File: config.mk
export PLATFORM = sky130hd
export DESIGN_NAME = vendor_descriptor_tlv_parser_core_flat
export DESIGN_NICKNAME = d
export VERILOG_FILES = /design/src/design/vdtp_pkg.sv /design/src/design/vdtp_in_if.sv /design/src/design/vdtp_out_if.sv /design/src/design/vdtp_parser.sv /design/src/design/vdtp_out_stage.sv /design/src/design/vendor_descriptor_tlv_parser_core.sv /design/src/flat_wrapper.sv
export SDC_FILE = /design/constraint.sdc
export NUM_CORES = 1
export LEC_CHECK = 0
export ABC_AREA = 1
export BUFFER_PORTS_ARGS = -buffer_cell sky130_fd_sc_hd__buf_4
export CORE_ASPECT_RATIO = 0.6
export CORE_MARGIN = 2
export CORE_UTILIZATION = 65
export CTS_CLUSTER_DIAMETER = 80
export CTS_CLUSTER_SIZE = 20
export DETAILED_ROUTE_END_ITERATION = 16
export PLACE_DENSITY = 0.82
export SLEW_MARGIN = 20
export SYNTH_ARGS = -nofsm -noshare
export SYNTH_HDL_FRONTEND = slang
export SYNTH_SLANG_ARGS = --single-unit
File: constraint.sdc
create_clock -name clk -period 5.3 [get_ports clk]
set_input_delay 1.06 -clock clk [delete_from_list [all_inputs] [get_ports clk]]
set_output_delay 1.06 -clock clk [all_outputs]
set_load 0.05 [all_outputs]
File: src/design/vdtp_pkg.sv
// Package: shared types and constants of the vendor descriptor TLV parser.
`timescale 1ns / 1ps

package vdtp_pkg;

    // Header layout
    localparam logic [7:0]  HDR_TAG   = 8'h5f;
    localparam logic [7:0]  HDR_VER   = 8'h01;
    localparam logic [7:0]  HDR_PAD   = 8'h00;
    localparam logic [7:0]  HDR_BYTES = 8'd5;
    localparam logic [7:0]  HDR_BIAS  = 8'd2;

    // Record key that carries the pixel-area limit
    localparam logic [15:0] KEY_LIMIT = 16'h0200;

    // Capture window length in bytes
    localparam logic [2:0]  CAP_BYTES = 3'd4;

    typedef enum logic [1:0] {
        STATUS_BUSY    = 2'd0,
        STATUS_SHORT   = 2'd1,
        STATUS_BAD_HDR = 2'd2,
        STATUS_OK      = 2'd3
    } status_t;

    typedef enum logic [1:0] {
        PH_KEY_LO = 2'd0,
        PH_KEY_HI = 2'd1,
        PH_LEN    = 2'd2,
        PH_SKIP   = 2'd3
    } phase_t;

    typedef struct packed {
        logic [7:0] data_byte;
        logic       first_flag;
        logic       last_flag;
    } in_item_t;

    typedef struct packed {
        logic        done_res;
        status_t     status;
        logic        limit_updated;
        logic [31:0] pixel_limit;
    } result_t;

endpackage

File: src/design/vdtp_in_if.sv
// Interface: input byte channel with valid/ready handshake.
`timescale 1ns / 1ps

interface vdtp_in_if;
    logic       valid;
    logic       ready;
    logic [7:0] data_byte;
    logic       first_flag;
    logic       last_flag;

    modport source (output valid, output data_byte, output first_flag, output last_flag,
                    input ready);
    modport sink   (input valid, input data_byte, input first_flag, input last_flag,
                    output ready);
endinterface

File: src/design/vdtp_out_if.sv
// Interface: result channel with valid/ready handshake.
`timescale 1ns / 1ps

interface vdtp_out_if;
    logic        valid;
    logic        ready;
    logic        done_res;
    logic [1:0]  status;
    logic        limit_updated;
    logic [31:0] pixel_limit;

    modport source (output valid, output done_res, output status, output limit_updated,
                    output pixel_limit, input ready);
    modport sink   (input valid, input done_res, input status, input limit_updated,
                    input pixel_limit, output ready);
endinterface

File: src/design/vdtp_parser.sv
// Parser state: header check, record walk, limit capture and commit per byte.
`timescale 1ns / 1ps

module vdtp_parser #(
    parameter int MAX_DESC_BYTES = 256
) (
    input  logic              clk,
    input  logic              rst_n,
    input  logic              take,
    input  vdtp_pkg::in_item_t item,
    output vdtp_pkg::result_t  result
);
    import vdtp_pkg::*;

    localparam int CNT_W = $clog2(MAX_DESC_BYTES + 1);

    logic [CNT_W-1:0] byte_count_reg, byte_count_next;
    logic [7:0]       header_first_reg, header_first_next;
    logic [7:0]       header_fifth_reg, header_fifth_next;
    logic             header_mid_ok_reg, header_mid_ok_next;
    phase_t           record_phase_reg, record_phase_next;
    logic [7:0]       key_low_byte_reg, key_low_byte_next;
    logic [7:0]       skip_left_reg, skip_left_next;
    logic [2:0]       cap_left_reg, cap_left_next;
    logic             cap_pend_reg, cap_pend_next;
    logic [31:0]      cap_value_reg, cap_value_next;
    logic             cand_seen_reg, cand_seen_next;
    logic [31:0]      stored_limit_reg, stored_limit_next;

    // State after this byte, before end-of-descriptor handling
    logic [CNT_W-1:0] cnt_s;
    logic [7:0]       hfirst_s, hfifth_s, klo_s, skip_s;
    logic             hmid_s, pend_s, cand_s;
    phase_t           phase_s;
    logic [2:0]       left_s;
    logic [31:0]      cval_s;

    logic [7:0]       len;
    status_t          status_c;
    logic             commit;

    // Next-state logic for one byte
    always_comb
    begin
        logic [7:0] b;
        b = item.data_byte;

        if (item.first_flag)
        begin
            cnt_s    = '0;
            hfirst_s = '0;
            hfifth_s = '0;
            hmid_s   = 1'b0;
            phase_s  = PH_KEY_LO;
            klo_s    = '0;
            skip_s   = '0;
            left_s   = '0;
            pend_s   = 1'b0;
            cval_s   = '0;
            cand_s   = 1'b0;
        end
        else
        begin
            cnt_s    = byte_count_reg;
            hfirst_s = header_first_reg;
            hfifth_s = header_fifth_reg;
            hmid_s   = header_mid_ok_reg;
            phase_s  = record_phase_reg;
            klo_s    = key_low_byte_reg;
            skip_s   = skip_left_reg;
            left_s   = cap_left_reg;
            pend_s   = cap_pend_reg;
            cval_s   = cap_value_reg;
            cand_s   = cand_seen_reg;
        end

        if (cnt_s < CNT_W'(MAX_DESC_BYTES))
        begin
            if (cnt_s == CNT_W'(0))
            begin
                hfirst_s = b;
                hmid_s   = 1'b1;
            end
            else if (cnt_s == CNT_W'(1))
            begin
                if (b != HDR_TAG) hmid_s = 1'b0;
            end
            else if (cnt_s == CNT_W'(2))
            begin
                if (b != HDR_VER) hmid_s = 1'b0;
            end
            else if (cnt_s == CNT_W'(3))
            begin
                if (b != HDR_PAD) hmid_s = 1'b0;
            end
            else if (cnt_s == CNT_W'(4))
            begin
                hfifth_s = b;
            end
            else
            begin
                // Capture sees the state before this byte's record step
                if (!pend_s)
                begin
                    case (left_s)
                        3'd4:    cval_s[7:0]   = cval_s[7:0]   | b;
                        3'd3:    cval_s[15:8]  = cval_s[15:8]  | b;
                        3'd2:    cval_s[23:16] = cval_s[23:16] | b;
                        3'd1:    cval_s[31:24] = cval_s[31:24] | b;
                        default: cval_s = cval_s;
                    endcase
                    if (left_s != 3'd0 && left_s <= CAP_BYTES)
                        left_s = left_s - 3'd1;
                end

                case (phase_s)
                    PH_KEY_LO:
                    begin
                        klo_s   = b;
                        phase_s = PH_KEY_HI;
                    end
                    PH_KEY_HI:
                    begin
                        if (klo_s == KEY_LIMIT[7:0] && b == KEY_LIMIT[15:8])
                        begin
                            cand_s = 1'b1;
                            cval_s = '0;
                            left_s = CAP_BYTES;
                            pend_s = 1'b1;
                        end
                        phase_s = PH_LEN;
                    end
                    PH_LEN:
                    begin
                        pend_s  = 1'b0;
                        skip_s  = b;
                        phase_s = (b == 8'd0) ? PH_KEY_LO : PH_SKIP;
                    end
                    default:
                    begin
                        skip_s = skip_s - 8'd1;
                        if (skip_s == 8'd0)
                            phase_s = PH_KEY_LO;
                    end
                endcase
            end
            cnt_s = cnt_s + CNT_W'(1);
        end
    end

    // End-of-descriptor decision and register inputs
    always_comb
    begin
        len      = 8'(cnt_s);
        status_c = STATUS_BUSY;
        commit   = 1'b0;
        if (item.last_flag)
        begin
            if (len <= HDR_BYTES)
                status_c = STATUS_SHORT;
            else if (hfirst_s != len || !hmid_s || hfifth_s != len - HDR_BIAS)
                status_c = STATUS_BAD_HDR;
            else
            begin
                status_c = STATUS_OK;
                commit   = cand_s;
            end
        end

        stored_limit_next = commit ? cval_s : stored_limit_reg;

        if (item.last_flag)
        begin
            byte_count_next    = '0;
            header_first_next  = '0;
            header_fifth_next  = '0;
            header_mid_ok_next = 1'b0;
            record_phase_next  = PH_KEY_LO;
            key_low_byte_next  = '0;
            skip_left_next     = '0;
            cap_left_next      = '0;
            cap_pend_next      = 1'b0;
            cap_value_next     = '0;
            cand_seen_next     = 1'b0;
        end
        else
        begin
            byte_count_next    = cnt_s;
            header_first_next  = hfirst_s;
            header_fifth_next  = hfifth_s;
            header_mid_ok_next = hmid_s;
            record_phase_next  = phase_s;
            key_low_byte_next  = klo_s;
            skip_left_next     = skip_s;
            cap_left_next      = left_s;
            cap_pend_next      = pend_s;
            cap_value_next     = cval_s;
            cand_seen_next     = cand_s;
        end

        result.done_res      = item.last_flag;
        result.status        = status_c;
        result.limit_updated = commit;
        result.pixel_limit   = stored_limit_next;
    end

    always_ff @(posedge clk or negedge rst_n)
    begin
        if (!rst_n)
        begin
            byte_count_reg    <= '0;
            header_first_reg  <= '0;
            header_fifth_reg  <= '0;
            header_mid_ok_reg <= 1'b0;
            record_phase_reg  <= PH_KEY_LO;
            key_low_byte_reg  <= '0;
            skip_left_reg     <= '0;
            cap_left_reg      <= '0;
            cap_pend_reg      <= 1'b0;
            cap_value_reg     <= '0;
            cand_seen_reg     <= 1'b0;
            stored_limit_reg  <= '0;
        end
        else if (take)
        begin
            byte_count_reg    <= byte_count_next;
            header_first_reg  <= header_first_next;
            header_fifth_reg  <= header_fifth_next;
            header_mid_ok_reg <= header_mid_ok_next;
            record_phase_reg  <= record_phase_next;
            key_low_byte_reg  <= key_low_byte_next;
            skip_left_reg     <= skip_left_next;
            cap_left_reg      <= cap_left_next;
            cap_pend_reg      <= cap_pend_next;
            cap_value_reg     <= cap_value_next;
            cand_seen_reg     <= cand_seen_next;
            stored_limit_reg  <= stored_limit_next;
        end
    end

endmodule

File: src/design/vdtp_out_stage.sv
// Result register: holds one result until the sink takes the transfer.
`timescale 1ns / 1ps

module vdtp_out_stage (
    input  logic              clk,
    input  logic              rst_n,
    input  logic              load,
    input  vdtp_pkg::result_t  result_in,
    input  logic              out_ready,
    output logic              out_valid,
    output logic              can_load,
    output vdtp_pkg::result_t  result_out
);
    import vdtp_pkg::*;

    logic    valid_reg, valid_next;
    result_t res_reg;

    assign can_load   = !valid_reg || out_ready;
    assign valid_next = load ? 1'b1 : (valid_reg && !out_ready);

    always_ff @(posedge clk or negedge rst_n)
    begin
        if (!rst_n)
            valid_reg <= 1'b0;
        else
            valid_reg <= valid_next;
    end

    always_ff @(posedge clk)
    begin
        if (load)
            res_reg <= result_in;
    end

    assign out_valid  = valid_reg;
    assign result_out = res_reg;

endmodule

File: src/design/vendor_descriptor_tlv_parser_core.sv
// Top level: vendor descriptor TLV parser core with byte input and result output channels.
`timescale 1ns / 1ps

// Takes one descriptor byte per transfer and returns one result per byte, registered
// and valid in the cycle after the byte is accepted. A new byte is accepted in every cycle
// as long as the result register is empty or being drained in the same cycle, so the
// sustained rate is one byte per clock; the only stall comes from the result
// sink holding ready low. The first five bytes form a header that is judged when
// the byte flagged last arrives; the remaining bytes are walked as key/length
// records, and key 0x0200 captures the four bytes after its length byte as the
// pixel-area limit. The limit is committed when such a key was seen and the header
// is valid and longer than five bytes; pixel_limit always shows the stored value after
// that byte. Bytes beyond MAX_DESC_BYTES are not counted or parsed; a first flag
// abandons any descriptor in progress.
module vendor_descriptor_tlv_parser_core #(
    parameter int MAX_DESC_BYTES = 256
) (
    input  logic       clk,
    input  logic       rst_n,
    vdtp_in_if.sink    in_ch,
    vdtp_out_if.source out_ch
);
    import vdtp_pkg::*;

    in_item_t item;
    result_t  parse_res;
    result_t  held_res;
    logic     can_load;
    logic     take;

    assign item.data_byte  = in_ch.data_byte;
    assign item.first_flag = in_ch.first_flag;
    assign item.last_flag  = in_ch.last_flag;

    // Accept whenever the result register can take the new result
    assign in_ch.ready = can_load;
    assign take        = in_ch.valid && can_load;

    // Header, record walk and limit commit; state advances on each transfer
    vdtp_parser #(
        .MAX_DESC_BYTES (MAX_DESC_BYTES)
    ) u_parser (
        .clk    (clk),
        .rst_n  (rst_n),
        .take   (take),
        .item   (item),
        .result (parse_res)
    );

    // Hold the result until the sink takes it
    vdtp_out_stage u_out (
        .clk        (clk),
        .rst_n      (rst_n),
        .load       (take),
        .result_in  (parse_res),
        .out_ready  (out_ch.ready),
        .out_valid  (out_ch.valid),
        .can_load   (can_load),
        .result_out (held_res)
    );

    assign out_ch.done_res      = held_res.done_res;
    assign out_ch.status        = held_res.status;
    assign out_ch.limit_updated = held_res.limit_updated;
    assign out_ch.pixel_limit   = held_res.pixel_limit;

endmodule

File: src/flat_wrapper.sv
// flat-port wrapper written by rule: the top's interface ports become plain ports
module vendor_descriptor_tlv_parser_core_flat import vdtp_pkg::*;
#(
    parameter int MAX_DESC_BYTES = 256
)
  (clk, rst_n, in_ch_valid, in_ch_data_byte, in_ch_first_flag, in_ch_last_flag, in_ch_ready, out_ch_valid, out_ch_done_res, out_ch_status, out_ch_limit_updated, out_ch_pixel_limit, out_ch_ready);
  vdtp_in_if in_ch_i ();
  vdtp_out_if out_ch_i ();
  input  logic clk;
  input  logic rst_n;
  input wire logic [$bits(in_ch_i.valid)-1:0] in_ch_valid;
  input wire logic [$bits(in_ch_i.data_byte)-1:0] in_ch_data_byte;
  input wire logic [$bits(in_ch_i.first_flag)-1:0] in_ch_first_flag;
  input wire logic [$bits(in_ch_i.last_flag)-1:0] in_ch_last_flag;
  output wire logic [$bits(in_ch_i.ready)-1:0] in_ch_ready;
  output wire logic [$bits(out_ch_i.valid)-1:0] out_ch_valid;
  output wire logic [$bits(out_ch_i.done_res)-1:0] out_ch_done_res;
  output wire logic [$bits(out_ch_i.status)-1:0] out_ch_status;
  output wire logic [$bits(out_ch_i.limit_updated)-1:0] out_ch_limit_updated;
  output wire logic [$bits(out_ch_i.pixel_limit)-1:0] out_ch_pixel_limit;
  input wire logic [$bits(out_ch_i.ready)-1:0] out_ch_ready;
  assign in_ch_i.valid = in_ch_valid;
  assign in_ch_i.data_byte = in_ch_data_byte;
  assign in_ch_i.first_flag = in_ch_first_flag;
  assign in_ch_i.last_flag = in_ch_last_flag;
  assign in_ch_ready = in_ch_i.ready;
  assign out_ch_valid = out_ch_i.valid;
  assign out_ch_done_res = out_ch_i.done_res;
  assign out_ch_status = out_ch_i.status;
  assign out_ch_limit_updated = out_ch_i.limit_updated;
  assign out_ch_pixel_limit = out_ch_i.pixel_limit;
  assign out_ch_i.ready = out_ch_ready;
  vendor_descriptor_tlv_parser_core #(.MAX_DESC_BYTES(MAX_DESC_BYTES)) u_core (.clk(clk), .rst_n(rst_n), .in_ch(in_ch_i), .out_ch(out_ch_i));
endmodule
==> metrics <==
mux share of post-synthesis cell area 0%; CP startpoint kind input pin; Post-synth ARST share 76.0%; Sink Count 150; Worst IR Drop VDD 202 µV; Fillers 1045; count leader, synth nand2_1; Hold Fails Final Rpt 0; Synth Area in Simple Gates 30.9%; Area contributors post-synth dfrtp_1, nand2_1, edfxtp_1; drt drc 0; register area share after synthesis 44.3%; WP depth 17; maximum fanout along the worst path 57; WS Path Type in2reg; LEAKAGE 4.71 nW; Clock Skews 0.0146 ns; number of global-route vias before repair 7639; initial core utilization 65.7%; hold_buf cts 0; Placement Rows 33; Mapped Area 8870 µm²; area of the die 14600 µm²; slowest cell on the critical path inv_4; CTS tree built; Synth Flop Type dfrtp_1; required time at the worst-slack endpoint 5.48 ns; crit path DAT 4.50 ns; Synth top area share 32.2%; CP bufs+invs 5; flip-flop and latch area 3930 µm²; fin crit share 81.4%; Yosys top cell by area dfrtp_1; commonest cells in the netlist nand2_1, inv_1, dfrtp_1; pin count of the biggest net entering global routing 76; DR top layer met4; I/O Pins 52; core region area 13500 µm²; crit path time final 4.31 ns; Longest Clk Path Bufs 2; outcome finished clean; Yosys cell types 50; RSZ-0062 raised after global routing no; hold slack 0.481 ns; largest family of logic cells by synthesized area simple AND/OR/NAND/NOR gates; max reg flops 36; worst min path class reg2reg; final setup fails 0; Multi-input gate area 4140 µm²; H-tree levels 4; # nets final 1229; Die Width 155 µm; FMAX 232 MHz; first-pass GRT wire length 40.6 mm; Worst Hold Depth 2; overall power 0.00327 W; Worst R2R Path Depth 16; Final Max Tran Viols 0; DRT Pass-1 Iters 6; wire length on met2 10.2 mm; all-layer global routing usage 35.8%; Worst-Skew Late Latency 0.43 ns; post-synthesis adder-cell area fraction 1.27%; worst stage delay on the critical path 0.44 ns; compound-cell area share of the yosys netlist 13.4%; cells after synthesis 1173; met1 WL 11.4 mm; final wirelength 25.2 mm; # diodes 0; Synth-to-Final Area Change 11.8%; PwrDens 329 nW/µm²; DR iter-0 viols 1074; setup repair bufs after CTS 0; TNS Setup 0 ns; Max transition margin 41.9%; initial antenna violation count 0; Syn Nets 1196; Worst path most repeated cell nand2_1; die height 94.5 µm; Synth Area in XOR/XNOR 0.987%; CP cell instances buf_4, inv_4, nand3_1, nor3_1, nand2_1, nand2_1, nor2_1, nand2_1, inv_2, nand2_2, o21ai_1, nand2_1, inv_2, nand3_4, buf_4, nand2_1, and2_1; Gates resized, CTS repair 0; slew of the pin with the lowest slew margin 0.867 ns; Post-synth EDFFs 36; DR vias/cell 6.13; Clock Pin Slew Worst Setup and Hold Paths 0.07 ns; via count 8544; max-cap violations 0; post-DP HPWL 16.7 mm; Root Driver clkbuf_16; grt total ovfl 0; Worst setup EP type register; cts bufs inserted 17; PortBufs 51; WL/cell 18.1 µm; GPL Wtd Cong 0.992; Met3 Wirelength 3.27 mm; antenna viol nets, final 0; cell family with most CP delay simple AND/OR/NAND/NOR gates; Yosys reg bits 150; layout cell share with drive strength beyond 1 11.1%; Syn. warnings 0; mean post-synth cell area 7.56 µm²
-- power by group --
group / total [W] / switching [W] / internal (W)
logic: 0.000686 / 0.000478 / 0.000208
clock network: 0.00120 / 0.000543 / 0.000660
registers: 0.00138 / 0.0000575 / 0.00132
total: 0.00327 / 0.00108 / 0.00219
-- stage by stage --
| stage | cells | worst slack (ns) | utilization (%) | instance area (µm²) |
|---|---|---|---|---|
| final | 1394 | 0.985 | 73.4 | 9920 |
| after global routing | 1394 | 0.695 | 73.4 | 9920 |
| after CTS | 1393 | 1.12 | 73.3 | 9900 |
| after detailed placement | 1361 | 0.687 | 69.1 | 9330 |
| after global placement | 1361 | 0.701 | 69.1 | 9330 |
| after floorplan | 1173 | 1.43 | - | 8870 |
-- routing by layer --
metal	global-route usage, %	vias to the layer above
li1	-	3985
met1	54.4	4000
met2	49.4	516
met3	11.7	43
met4	8.18	0
met5	0	-
-- worst register-to-register path: stages (launching register included) --
cell	delay, ns
dfrtp_1	0.45
inv_1	0.24
nand3_1	0.21
nor3_1	0.31
nand2_1	0.15
nand2_1	0.24
nor2_1	0.09
nand2_1	0.29
inv_2	0.17
nand2_2	0.15
o21ai_1	0.11
nand2_1	0.12
inv_2	0.16
nand3_4	0.12
buf_4	0.33
nand2_1	0.15
and2_1	0.17
-- worst paths after layout --
kind	from	endpoint	slack, ns
max	in_ch_first_flag	u_core.u_out.result_out[22]	0.99
max reg2reg	u_core.u_parser.byte_count_reg[8]	u_core.u_out.result_out[22]	1.60
max in group asynchronous	rst_n	u_core.u_parser.cap_value_reg[18]	3.78
min	u_core.u_parser.stored_limit_reg[28]	u_core.u_parser.stored_limit_reg[28]	0.48
min reg2reg	u_core.u_parser.stored_limit_reg[28]	u_core.u_parser.stored_limit_reg[28]	0.48
min in group asynchronous	rst_n	u_core.u_parser.key_low_byte_reg[4]	0.58
-- layout make-up --
cell class                      instances  share of cell area (%)
Inverter                              133                    5.07
Timing Repair Buffer                   72                    5.58
Tap cell                              175                    2.21
Clock inverter                         14                    1.39
Clock buffer                           18                    4.33
Sequential cell                       150                    39.7
Multi-Input combinational cell        832                    41.8
-- logic make-up after synthesis --
| kind of cell | count (synthesis) |
|---|---|
| AND/OR/NAND/NOR | 609 |
| AO/OA/AOI/OAI | 204 |
| XOR/XNOR | 10 |
| adder cells (fa/ha/maj) | 9 |
| flip-flops | 150 |
| buffers and inverters | 191 |
-- layout by cell type (no fill, tap or decap), drive strengths merged, types with 36 or more instances in the layout --
master	instances
nand3	104
buf	72
o21ai	113
nand4	41
nor2	72
inv	139
dfrtp	114
edfxtp	36
nand2	336
(Power assumes the default switching activity.)
